--- src/design/thie_pkg.sv ---
`timescale 1ns / 1ps

package thie_pkg;

   // Command codes carried on the request channel.
   typedef enum logic [4:0] {
      CMD_BX         = 5'd0,
      CMD_BLX        = 5'd1,
      CMD_CBZ        = 5'd2,
      CMD_CBNZ       = 5'd3,
      CMD_PUSH       = 5'd4,
      CMD_POP        = 5'd5,
      CMD_LDR_LIT    = 5'd6,
      CMD_LDR        = 5'd7,
      CMD_STR        = 5'd8,
      CMD_MOV        = 5'd9,
      CMD_MOVIMM     = 5'd10,
      CMD_ADDIMM     = 5'd11,
      CMD_ADDRRR     = 5'd12,
      CMD_ADDRRI     = 5'd13,
      CMD_SUBRRR     = 5'd14,
      CMD_SUBRRI     = 5'd15,
      CMD_NOP        = 5'd16,
      CMD_BKPT       = 5'd17,
      CMD_BREAKPOINT = 5'd18
   } command_type;

   localparam logic [3:0] REG_SP = 4'd13;
   localparam logic [3:0] REG_LR = 4'd14;
   localparam logic [3:0] REG_PC = 4'd15;

   // Opcode templates for the instruction forms.
   localparam logic [15:0] OP_BX        = 16'h4700;
   localparam logic [15:0] OP_BLX       = 16'h4780;
   localparam logic [15:0] OP_CBZ       = 16'hb100;
   localparam logic [15:0] OP_CBNZ      = 16'hb900;
   localparam logic [15:0] OP_PUSH      = 16'hb400;
   localparam logic [15:0] OP_POP       = 16'hbc00;
   localparam logic [15:0] OP_LDR_LIT   = 16'h4800;
   localparam logic [15:0] OP_MEM_SP    = 16'h9000;
   localparam logic [15:0] OP_MEM_IMM   = 16'h6000;
   localparam logic [15:0] OP_MEM_LOAD  = 16'h0800;
   localparam logic [15:0] OP_MOV_HI    = 16'h4600;
   localparam logic [15:0] OP_MOV_LO    = 16'h1c00;
   localparam logic [15:0] OP_MOVIMM    = 16'h2000;
   localparam logic [15:0] OP_ADD_SPIMM = 16'hb000;
   localparam logic [15:0] OP_ADD_IMM8  = 16'h3000;
   localparam logic [15:0] OP_ADD_HI    = 16'h4400;
   localparam logic [15:0] OP_ADD_RRR   = 16'h1800;
   localparam logic [15:0] OP_SUB_RRR   = 16'h1a00;
   localparam logic [15:0] OP_ADR       = 16'ha000;
   localparam logic [15:0] OP_ADD_IMM3  = 16'h1c00;
   localparam logic [15:0] OP_NOP       = 16'h46c0;
   localparam logic [15:0] OP_BKPT      = 16'hbe00;
   localparam logic [15:0] OP_BX_LR     = OP_BX | {9'd0, REG_LR, 3'd0};

   // One request transaction as held in the input register.
   typedef struct packed {
      command_type       command;
      logic [3:0]        dst_reg;
      logic [3:0]        src_a_reg;
      logic [3:0]        src_b_reg;
      logic signed [10:0] immediate;
      logic [8:0]        reg_list;
      logic [7:0]        fixup_distance;
   } req_item_type;

   // First (or only) halfword produced for a command.
   typedef struct packed {
      logic [15:0] halfword;
      logic        last;
      logic        error;
   } enc_result_type;

endpackage

--- src/design/thie_encoder.sv ---
`timescale 1ns / 1ps

module thie_encoder (
   input  thie_pkg::req_item_type   item,
   output thie_pkg::enc_result_type result
);

   // Add immediate to a register (or to sp).
   function automatic thie_pkg::enc_result_type enc_addimm(
      input logic [3:0]  d,
      input logic        neg,
      input logic [10:0] mag
   );
      thie_pkg::enc_result_type r;
      r.last = 1'b1;
      if (d == thie_pkg::REG_SP) begin
         r.error    = (mag[1:0] != 2'd0) || (mag > 11'd508);
         r.halfword = thie_pkg::OP_ADD_SPIMM | {8'd0, neg, mag[8:2]};
      end else begin
         r.error    = (mag > 11'd255) || d[3];
         r.halfword = thie_pkg::OP_ADD_IMM8 | {4'd0, neg, d[2:0], mag[7:0]};
      end
      return r;
   endfunction

   // Three-operand add of an immediate; falls back to the two-operand form.
   function automatic thie_pkg::enc_result_type enc_addrri(
      input logic [3:0]  d,
      input logic [3:0]  l,
      input logic        neg,
      input logic [10:0] mag
   );
      thie_pkg::enc_result_type r;
      r.last = 1'b1;
      if (l == d) begin
         r = enc_addimm(d, neg, mag);
      end else if (l == thie_pkg::REG_SP || l == thie_pkg::REG_PC) begin
         r.error    = neg || (mag[1:0] != 2'd0) || (mag > 11'd1020) || d[3];
         r.halfword = thie_pkg::OP_ADR
                    | {4'd0, (l == thie_pkg::REG_SP), d[2:0], mag[9:2]};
      end else begin
         r.error    = (mag > 11'd7) || l[3] || d[3];
         r.halfword = thie_pkg::OP_ADD_IMM3
                    | {6'd0, neg, mag[2:0], l[2:0], d[2:0]};
      end
      return r;
   endfunction

   logic [10:0] imm_bits;
   logic        imm_neg;
   logic [10:0] imm_mag;
   logic        imm_over_byte;
   logic        mem_misaligned;
   logic        mem_base_sp;
   logic        mem_too_far;
   logic [15:0] mem_halfword;
   logic        mem_error;
   logic        sub_neg;

   assign imm_bits      = item.immediate;
   assign imm_neg       = imm_bits[10];
   assign imm_mag       = imm_neg ? (~imm_bits + 11'd1) : imm_bits;
   assign imm_over_byte = imm_neg || (imm_bits[9:8] != 2'd0);
   // Subtract forms add the negated immediate, so its sign flips.
   assign sub_neg       = !imm_neg && (imm_bits != 11'd0);

   // Load/store with an immediate byte offset, sp-relative or register base.
   assign mem_misaligned = imm_neg || (imm_bits[1:0] != 2'd0);
   assign mem_base_sp    = (item.src_a_reg == thie_pkg::REG_SP);
   assign mem_too_far    = mem_base_sp ? (imm_bits[9:0] > 10'd1020)
                                       : (imm_bits[9:0] > 10'd124);

   always_comb begin
      if (mem_base_sp) begin
         mem_halfword = thie_pkg::OP_MEM_SP
                      | {5'd0, item.dst_reg[2:0], imm_bits[9:2]};
         mem_error    = mem_misaligned || (!imm_neg && mem_too_far)
                      || item.dst_reg[3];
      end else begin
         mem_halfword = thie_pkg::OP_MEM_IMM
                      | {5'd0, imm_bits[6:2], item.src_a_reg[2:0], item.dst_reg[2:0]};
         mem_error    = mem_misaligned || (!imm_neg && mem_too_far)
                      || item.src_a_reg[3] || item.dst_reg[3];
      end
   end

   always_comb begin
      result.halfword = 16'd0;
      result.last     = 1'b1;
      result.error    = 1'b0;
      unique case (item.command)
         thie_pkg::CMD_BX: begin
            result.halfword = thie_pkg::OP_BX | {9'd0, item.dst_reg, 3'd0};
         end
         thie_pkg::CMD_BLX: begin
            result.halfword = thie_pkg::OP_BLX | {9'd0, item.dst_reg, 3'd0};
         end
         thie_pkg::CMD_CBZ, thie_pkg::CMD_CBNZ: begin
            result.error    = (item.fixup_distance[7:6] != 2'd0) || item.dst_reg[3];
            result.halfword = ((item.command == thie_pkg::CMD_CBZ) ? thie_pkg::OP_CBZ
                                                                   : thie_pkg::OP_CBNZ)
                            | {6'd0, item.fixup_distance[5], 1'b0,
                               item.fixup_distance[4:0], item.dst_reg[2:0]};
         end
         thie_pkg::CMD_PUSH, thie_pkg::CMD_POP: begin
            result.error    = (item.reg_list == 9'd0);
            result.halfword = ((item.command == thie_pkg::CMD_PUSH) ? thie_pkg::OP_PUSH
                                                                    : thie_pkg::OP_POP)
                            | {7'd0, item.reg_list};
         end
         thie_pkg::CMD_LDR_LIT: begin
            result.error    = item.dst_reg[3];
            result.halfword = thie_pkg::OP_LDR_LIT
                            | {5'd0, item.dst_reg[2:0], item.fixup_distance};
         end
         thie_pkg::CMD_LDR: begin
            result.error    = mem_error;
            result.halfword = mem_halfword | thie_pkg::OP_MEM_LOAD;
         end
         thie_pkg::CMD_STR: begin
            result.error    = mem_error;
            result.halfword = mem_halfword;
         end
         thie_pkg::CMD_MOV: begin
            if (!item.dst_reg[3] && !item.src_b_reg[3]) begin
               result.halfword = thie_pkg::OP_MOV_LO
                               | {10'd0, item.src_b_reg[2:0], item.dst_reg[2:0]};
            end else begin
               result.halfword = thie_pkg::OP_MOV_HI
                               | {8'd0, item.dst_reg[3], item.src_b_reg,
                                  item.dst_reg[2:0]};
            end
         end
         thie_pkg::CMD_MOVIMM: begin
            result.error    = imm_over_byte || item.dst_reg[3];
            result.halfword = thie_pkg::OP_MOVIMM
                            | {5'd0, item.dst_reg[2:0], imm_bits[7:0]};
         end
         thie_pkg::CMD_ADDIMM: begin
            result = enc_addimm(item.dst_reg, imm_neg, imm_mag);
         end
         thie_pkg::CMD_ADDRRR: begin
            if (item.src_a_reg == item.dst_reg) begin
               result.halfword = thie_pkg::OP_ADD_HI
                               | {8'd0, item.dst_reg[3], item.src_b_reg,
                                  item.dst_reg[2:0]};
            end else begin
               result.error    = item.src_b_reg[3] || item.src_a_reg[3] || item.dst_reg[3];
               result.halfword = thie_pkg::OP_ADD_RRR
                               | {7'd0, item.src_b_reg[2:0], item.src_a_reg[2:0],
                                  item.dst_reg[2:0]};
            end
         end
         thie_pkg::CMD_ADDRRI: begin
            result = enc_addrri(item.dst_reg, item.src_a_reg, imm_neg, imm_mag);
         end
         thie_pkg::CMD_SUBRRR: begin
            result.error    = item.src_b_reg[3] || item.src_a_reg[3] || item.dst_reg[3];
            result.halfword = thie_pkg::OP_SUB_RRR
                            | {7'd0, item.src_b_reg[2:0], item.src_a_reg[2:0],
                               item.dst_reg[2:0]};
         end
         thie_pkg::CMD_SUBRRI: begin
            result = enc_addrri(item.dst_reg, item.src_a_reg, sub_neg, imm_mag);
         end
         thie_pkg::CMD_NOP: begin
            result.halfword = thie_pkg::OP_NOP;
         end
         thie_pkg::CMD_BKPT: begin
            result.error    = imm_over_byte;
            result.halfword = thie_pkg::OP_BKPT | {8'd0, imm_bits[7:0]};
         end
         thie_pkg::CMD_BREAKPOINT: begin
            // bkpt #0 first; the bx lr halfword follows from the result stage.
            result.halfword = thie_pkg::OP_BKPT;
            result.last     = 1'b0;
         end
         default: begin
            result.error    = 1'b1;
         end
      endcase
   end

endmodule

--- src/design/thumb_instruction_encoder_unit.sv ---
`timescale 1ns / 1ps
// A command accepted into the input register is encoded combinationally and loaded into
// the result register, whose content drives rsp_. Throughput: one command per cycle while
// the response channel does not stall; the breakpoint command holds the result register for
// both its halfwords, because they leave through the single result register in turn.
// Reset (synchronous, active high) empties the input and result registers; payload is not
// cleared. The block holds no other state.

module thumb_instruction_encoder_unit (
   input  logic        clock,
   input  logic        reset,

   input  logic        req_valid,
   output logic        req_stall,
   input  logic [4:0]  req_command,
   input  logic [3:0]  req_dst_reg,
   input  logic [3:0]  req_src_a_reg,
   input  logic [3:0]  req_src_b_reg,
   input  logic signed [10:0] req_immediate,
   input  logic [8:0]  req_reg_list,
   input  logic [7:0]  req_fixup_distance,

   output logic        rsp_valid,
   input  logic        rsp_stall,
   output logic [15:0] rsp_halfword,
   output logic        rsp_last,
   output logic        rsp_error
);

   // Input register: holds one request transaction until the result register can take it.
   logic                    in_valid_ff;
   logic                    in_valid_in;
   thie_pkg::req_item_type  in_item_ff;
   thie_pkg::req_item_type  in_item_in;

   // Result register: the halfword currently offered on the response channel.
   logic                    out_valid_ff;
   logic                    out_valid_in;
   thie_pkg::enc_result_type out_result_ff;
   thie_pkg::enc_result_type out_result_in;

   thie_pkg::enc_result_type enc_result;

   logic req_accept;
   logic out_take;
   logic out_second_due;
   logic out_free;
   logic in_move;

   thie_encoder u_encoder (
      .item   (in_item_ff),
      .result (enc_result)
   );

   // A response transaction completes when the consumer does not stall it. If that halfword was
   // the first of a pair, the result register reloads itself with bx lr and the input register
   // waits; otherwise the register is free to take the next encoded command in the same cycle.
   assign out_take       = out_valid_ff && !rsp_stall;
   assign out_second_due = out_take && !out_result_ff.last;
   assign out_free       = !out_valid_ff || (out_take && out_result_ff.last);
   assign in_move        = in_valid_ff && out_free;

   // The input register accepts whenever it is empty or its content moves on this cycle.
   assign req_stall  = in_valid_ff && !in_move;
   assign req_accept = req_valid && !req_stall;

   always_comb begin
      in_item_in.command        = thie_pkg::command_type'(req_command);
      in_item_in.dst_reg        = req_dst_reg;
      in_item_in.src_a_reg      = req_src_a_reg;
      in_item_in.src_b_reg      = req_src_b_reg;
      in_item_in.immediate      = req_immediate;
      in_item_in.reg_list       = req_reg_list;
      in_item_in.fixup_distance = req_fixup_distance;
   end

   always_comb begin
      priority if (req_accept) begin
         in_valid_in = 1'b1;
      end else if (in_move) begin
         in_valid_in = 1'b0;
      end else begin
         in_valid_in = in_valid_ff;
      end
   end

   always_comb begin
      out_result_in = out_result_ff;
      priority if (out_second_due) begin
         out_valid_in           = 1'b1;
         out_result_in.halfword = thie_pkg::OP_BX_LR;
         out_result_in.last     = 1'b1;
         out_result_in.error    = 1'b0;
      end else if (in_move) begin
         out_valid_in  = 1'b1;
         out_result_in = enc_result;
      end else if (out_take) begin
         out_valid_in  = 1'b0;
      end else begin
         out_valid_in  = out_valid_ff;
      end
   end

   always_ff @(posedge clock) begin
      if (reset) begin
         in_valid_ff  <= 1'b0;
         out_valid_ff <= 1'b0;
      end else begin
         in_valid_ff  <= in_valid_in;
         out_valid_ff <= out_valid_in;
      end
   end

   // Payload registers load only when their stage takes a new transaction.
   always_ff @(posedge clock) begin
      if (req_accept) begin
         in_item_ff <= in_item_in;
      end
      if (out_second_due || in_move) begin
         out_result_ff <= out_result_in;
      end
   end

   assign rsp_valid    = out_valid_ff;
   assign rsp_halfword = out_result_ff.halfword;
   assign rsp_last     = out_result_ff.last;
   assign rsp_error    = out_result_ff.error;

   // Once the first halfword of a pair is taken, bx lr must be offered next, error-free.
   a_pair_follows: assert property (@(posedge clock) disable iff (reset)
      (out_take && !out_result_ff.last) |=>
         (out_valid_ff && out_result_ff.last && !out_result_ff.error
          && out_result_ff.halfword == thie_pkg::OP_BX_LR))
      else $error("second halfword of a pair not presented");

   // The input register must not hand over a command while a pair is still being sent.
   a_no_move_mid_pair: assert property (@(posedge clock) disable iff (reset)
      (out_valid_ff && !out_result_ff.last) |-> !in_move)
      else $error("command overwrote an unfinished pair");

   // A stalled input register still holds its command on the next edge.
   a_stall_holds: assert property (@(posedge clock) disable iff (reset)
      (in_valid_ff && !in_move) |=> (in_valid_ff && $stable(in_item_ff)))
      else $error("held command lost in the input register");

   // The first halfword of a pair never carries an error.
   a_pair_head_clean: assert property (@(posedge clock) disable iff (reset)
      (out_valid_ff && !out_result_ff.last) |-> !out_result_ff.error)
      else $error("error flagged on the first halfword of a pair");

endmodule

--- config.mk ---
export PLATFORM = sky130hd
export DESIGN_NAME = thumb_instruction_encoder_unit
export DESIGN_NICKNAME = d
export VERILOG_FILES = /design/src/design/thie_pkg.sv /design/src/design/thie_encoder.sv /design/src/design/thumb_instruction_encoder_unit.sv
export SDC_FILE = /design/constraint.sdc
export NUM_CORES = 1
export LEC_CHECK = 0
export BUFFER_PORTS_ARGS = -buffer_cell sky130_fd_sc_hd__clkbuf_2
export CAP_MARGIN = 20
export CELL_PAD_IN_SITES_DETAIL_PLACEMENT = 0
export CELL_PAD_IN_SITES_GLOBAL_PLACEMENT = 1
export CORE_MARGIN = 3
export CORE_UTILIZATION = 45
export CTS_BUF_LIST = sky130_fd_sc_hd__clkbuf_2
export CTS_CLUSTER_SIZE = 12
export DETAILED_ROUTE_END_ITERATION = 16
export PLACE_DENSITY = 0.9
export SYNTH_ARGS = -nofsm -noshare
export SYNTH_HDL_FRONTEND = slang
export SYNTH_HIERARCHICAL = 1
export SYNTH_SLANG_ARGS = --single-unit
--- constraint.sdc ---
create_clock -name clock -period 3.8 [get_ports clock]
set_input_delay 0.38 -clock clock [delete_from_list [all_inputs] [get_ports clock]]
set_output_delay 0.38 -clock clock [all_outputs]
set_load 0.03 [all_outputs]
==> results.yml <==
floorplanning:
  chipWidth_um: 104
  num_rows: 35
  die-area_um2: 10800
  start_util_pct: 46.5
  core_area_um2: 9280
  die_h_um: 104
  ioPinCount: 69
finish:
  final_util_pct: 54.9
  post-route-cell-area_um2: 5100
  fin_nets: 566
  num_antenna_cells: 0
  instances_no_fill: 650
  mostFrequentLayoutCells: "clkbuf_2 (77), edfxtp_1 (63), o21ai_0 (32), nand2_1 (30), nor2_1 (28)"
  drive_above_1_share_pct: 21.3
  syn_to_final_growth_pct: 18.1
  final_common_cell: "clkbuf_2"
  fill_cells: 863
sta:
  setup_ws_ns: 0.439
  slew_headroom_pct: 43.7
  skew_ns: 0.0328
  max_freq_mhz: 298
  fin_crit_sh_pct: 88.4
  fin_crit_ns: 3.36
  worst_hold_slack_ns: 0.0254
  grt_setup_unrepaired: "no"
  report.final.slew_viol_count: 0
  hold_viol: 0
  tightest_slew_ns: 0.842
  setup_viol: 0
  tns_ns: 0
global_routing:
  grt_max_degree: 46
  grt_antenna_before_repair: 0
  grt-ovfl-total: 0
  grt_pass1_wl_um: 19600
  track_usage_pct: 22.8
  grt_pass1_vias: 3542
setup_path:
  cp-start-kind: "flip-flop"
  worst-r2r-setup-slack_ns: 0.44
  cp-end-kind: "flip-flop"
  crit_path_max_fanout: 10
  worstPathArrival_ns: 3.63
  required_ns: 4.07
  critPathKind: "reg -> reg"
pwr:
  p_leak_nw: 1.96
  powerDensity_nw_per_um2: 338
  power_mw: 1.72
  ir_drop_mv: 0.337
placement:
  dp_cells: 611
  globalplace.congestion: 0.966
  portBuffers: 68
  dpl_cell_area_um2: 4720
  hpwl_um: 9120
  place_ws_ns: 0.529
route:
  vias_per_cell: 6.25
  vias: 4063
  drt_wl_total_um: 12900
  ant_nets: 0
  drc: 0
  wire_per_inst_um: 19.8
  drt-pass1-iter-count: 5
  drt-initial-drc-count: 562
yosys:
  synth_area_um2: 4320
  yosysSeqAreaShare_pct: 44.8
  synth.net_count: 493
  synth_seq_cells: 65
  async_reset_ff_share_pct: 0
  ys_warn_count: 6
  synth_edf_count: 63
  synth_cell_types: 69
  synthCells: 443
  synth_top_flop_cell: "edfxtp_1"
  synth_area_per_cell_um2: 9.74
clocking:
  cts_tree: "yes"
  cts_resized: 0
  worstSkewPairLatency_ns: 0.51
  clock_path_buffers: 2
  cts_sinks: 65
  cts_made_buffers: 9
  ctsRootBufferMaster: "clkbuf_2"
  path_clk_slew_ns: 0.20
  htreeDepth: 3
flow_run:
  maxCapViolations: 0
status:
  outcome: "complete, no violations"
worst_hold_path:
  hold_class: "in -> reg"
-- cells in the mapped netlist, types with 5 or more instances --
library cell	count	area, µm²
edfxtp_1	63	1890
o21ai_0	32	160
nand2_1	30	113
nor2_1	28	105
clkbuf_1	24	90.1
a21oi_1	21	105
nand3_1	17	85.1
nor2b_1	15	93.8
inv_1	11	41.3
o211ai_1	10	75.1
xnor2_1	10	87.6
a221oi_1	9	78.8
and2b_1	9	67.6
a22oi_1	7	52.6
nor3_1	7	35.0
o31ai_1	7	52.6
or2_2	7	43.8
buf_2	6	30.0
mux2i_1	6	60.1
nand2b_1	6	37.5
a21o_1	5	37.5
a22o_1	5	43.8
and3_1	5	31.3
buf_1	5	18.8
nor4_1	5	31.3
or4_1	5	37.5
xor2_1	5	43.8
-- state kept, by name, indices dropped and copies added (netlist names) --
| name | cells |
|---|---|
| in_valid_ff | 1 |
| rsp_valid | 1 |
| in_item_ff | 45 |
| rsp_halfword | 16 |
| rsp_last | 1 |
| rsp_error | 1 |
-- where the power goes --
| part | switching (mW) | internal [mW] |
|---|---|---|
| Sequential | 0.0609 | 0.841 |
| Clock | 0.265 | 0.218 |
| Combinational | 0.194 | 0.145 |
| Total | 0.520 | 1.20 |
-- kinds of logic (layout without fill, tap and decap cells) --
| logic type | Yosys count | count (layout) | share of synthesized area [%] |
|---|---|---|---|
| flip-flops | 65 | 65 | 44.8 |
| adder cells (fa/ha/maj) | 1 | 1 | 0.290 |
| AO/OA/AOI/OAI | 144 | 144 | 24.2 |
| multiplexers | 7 | 7 | 1.65 |
| XOR/XNOR | 15 | 15 | 3.04 |
| buffers and inverters | 50 | 128 | 5.13 |
| AND/OR/NAND/NOR | 161 | 161 | 21.0 |
-- critical path: stages, from the launching register on --
cell and delay, ns:
edfxtp_1 0.54, inv_1 0.14, ha_1 0.31, or3b_1 0.57, o31ai_1 0.31, xor2_1 0.28
a211oi_1 0.12, or4_1 0.56, or2_2 0.31
-- worst paths after layout --
| path | from | to | cells past startpoint |
|---|---|---|---|
| worst max register to register | in_item_ff[17]$_DFFE_PP_ | rsp_halfword[6]$_SDFFCE_PP1P_ | 8 |
| worst min-delay path | req_immediate[10] | in_item_ff[27]$_DFFE_PP_ | 1 |
| worst max-delay path | in_item_ff[17]$_DFFE_PP_ | rsp_halfword[6]$_SDFFCE_PP1P_ | 8 |
| worst min register to register | in_valid_ff$_SDFFE_PP0P_ | rsp_valid$_SDFFE_PP0P_ | 2 |
-- final cells by class --
| cell class | count | area [µm²] | share of cell area, % |
|---|---|---|---|
| clock buffers | 9 | 45.0 | 0.883 |
| clock inverters | 7 | 93.8 | 1.84 |
| inverters | 11 | 41.3 | 0.810 |
| multi-input cells | 328 | 2170 | 42.6 |
| flip-flops and latches | 65 | 1930 | 37.9 |
| well taps | 129 | 161 | 3.16 |
| repair buffers | 101 | 656 | 12.9 |
-- what timing repair did --
item                      in CTS  in global routing
hold buffers                   8                 14
hold endpoints to repair       8                 14
setup buffers                  0                  0
-- layer usage --
| layer | vias up | part of all wire [%] | track usage, % |
|---|---|---|---|
| li1 | 1852 | - | - |
| met1 | 1913 | 42 | 32.2 |
| met2 | 265 | 47 | 35.6 |
| met3 | 33 | 8.2 | 3.48 |
| met4 | 0 | 2.9 | 8.17 |
| met5 | - | 0 | 0 |
Note: power is estimated with default switching activity, not from simulation.
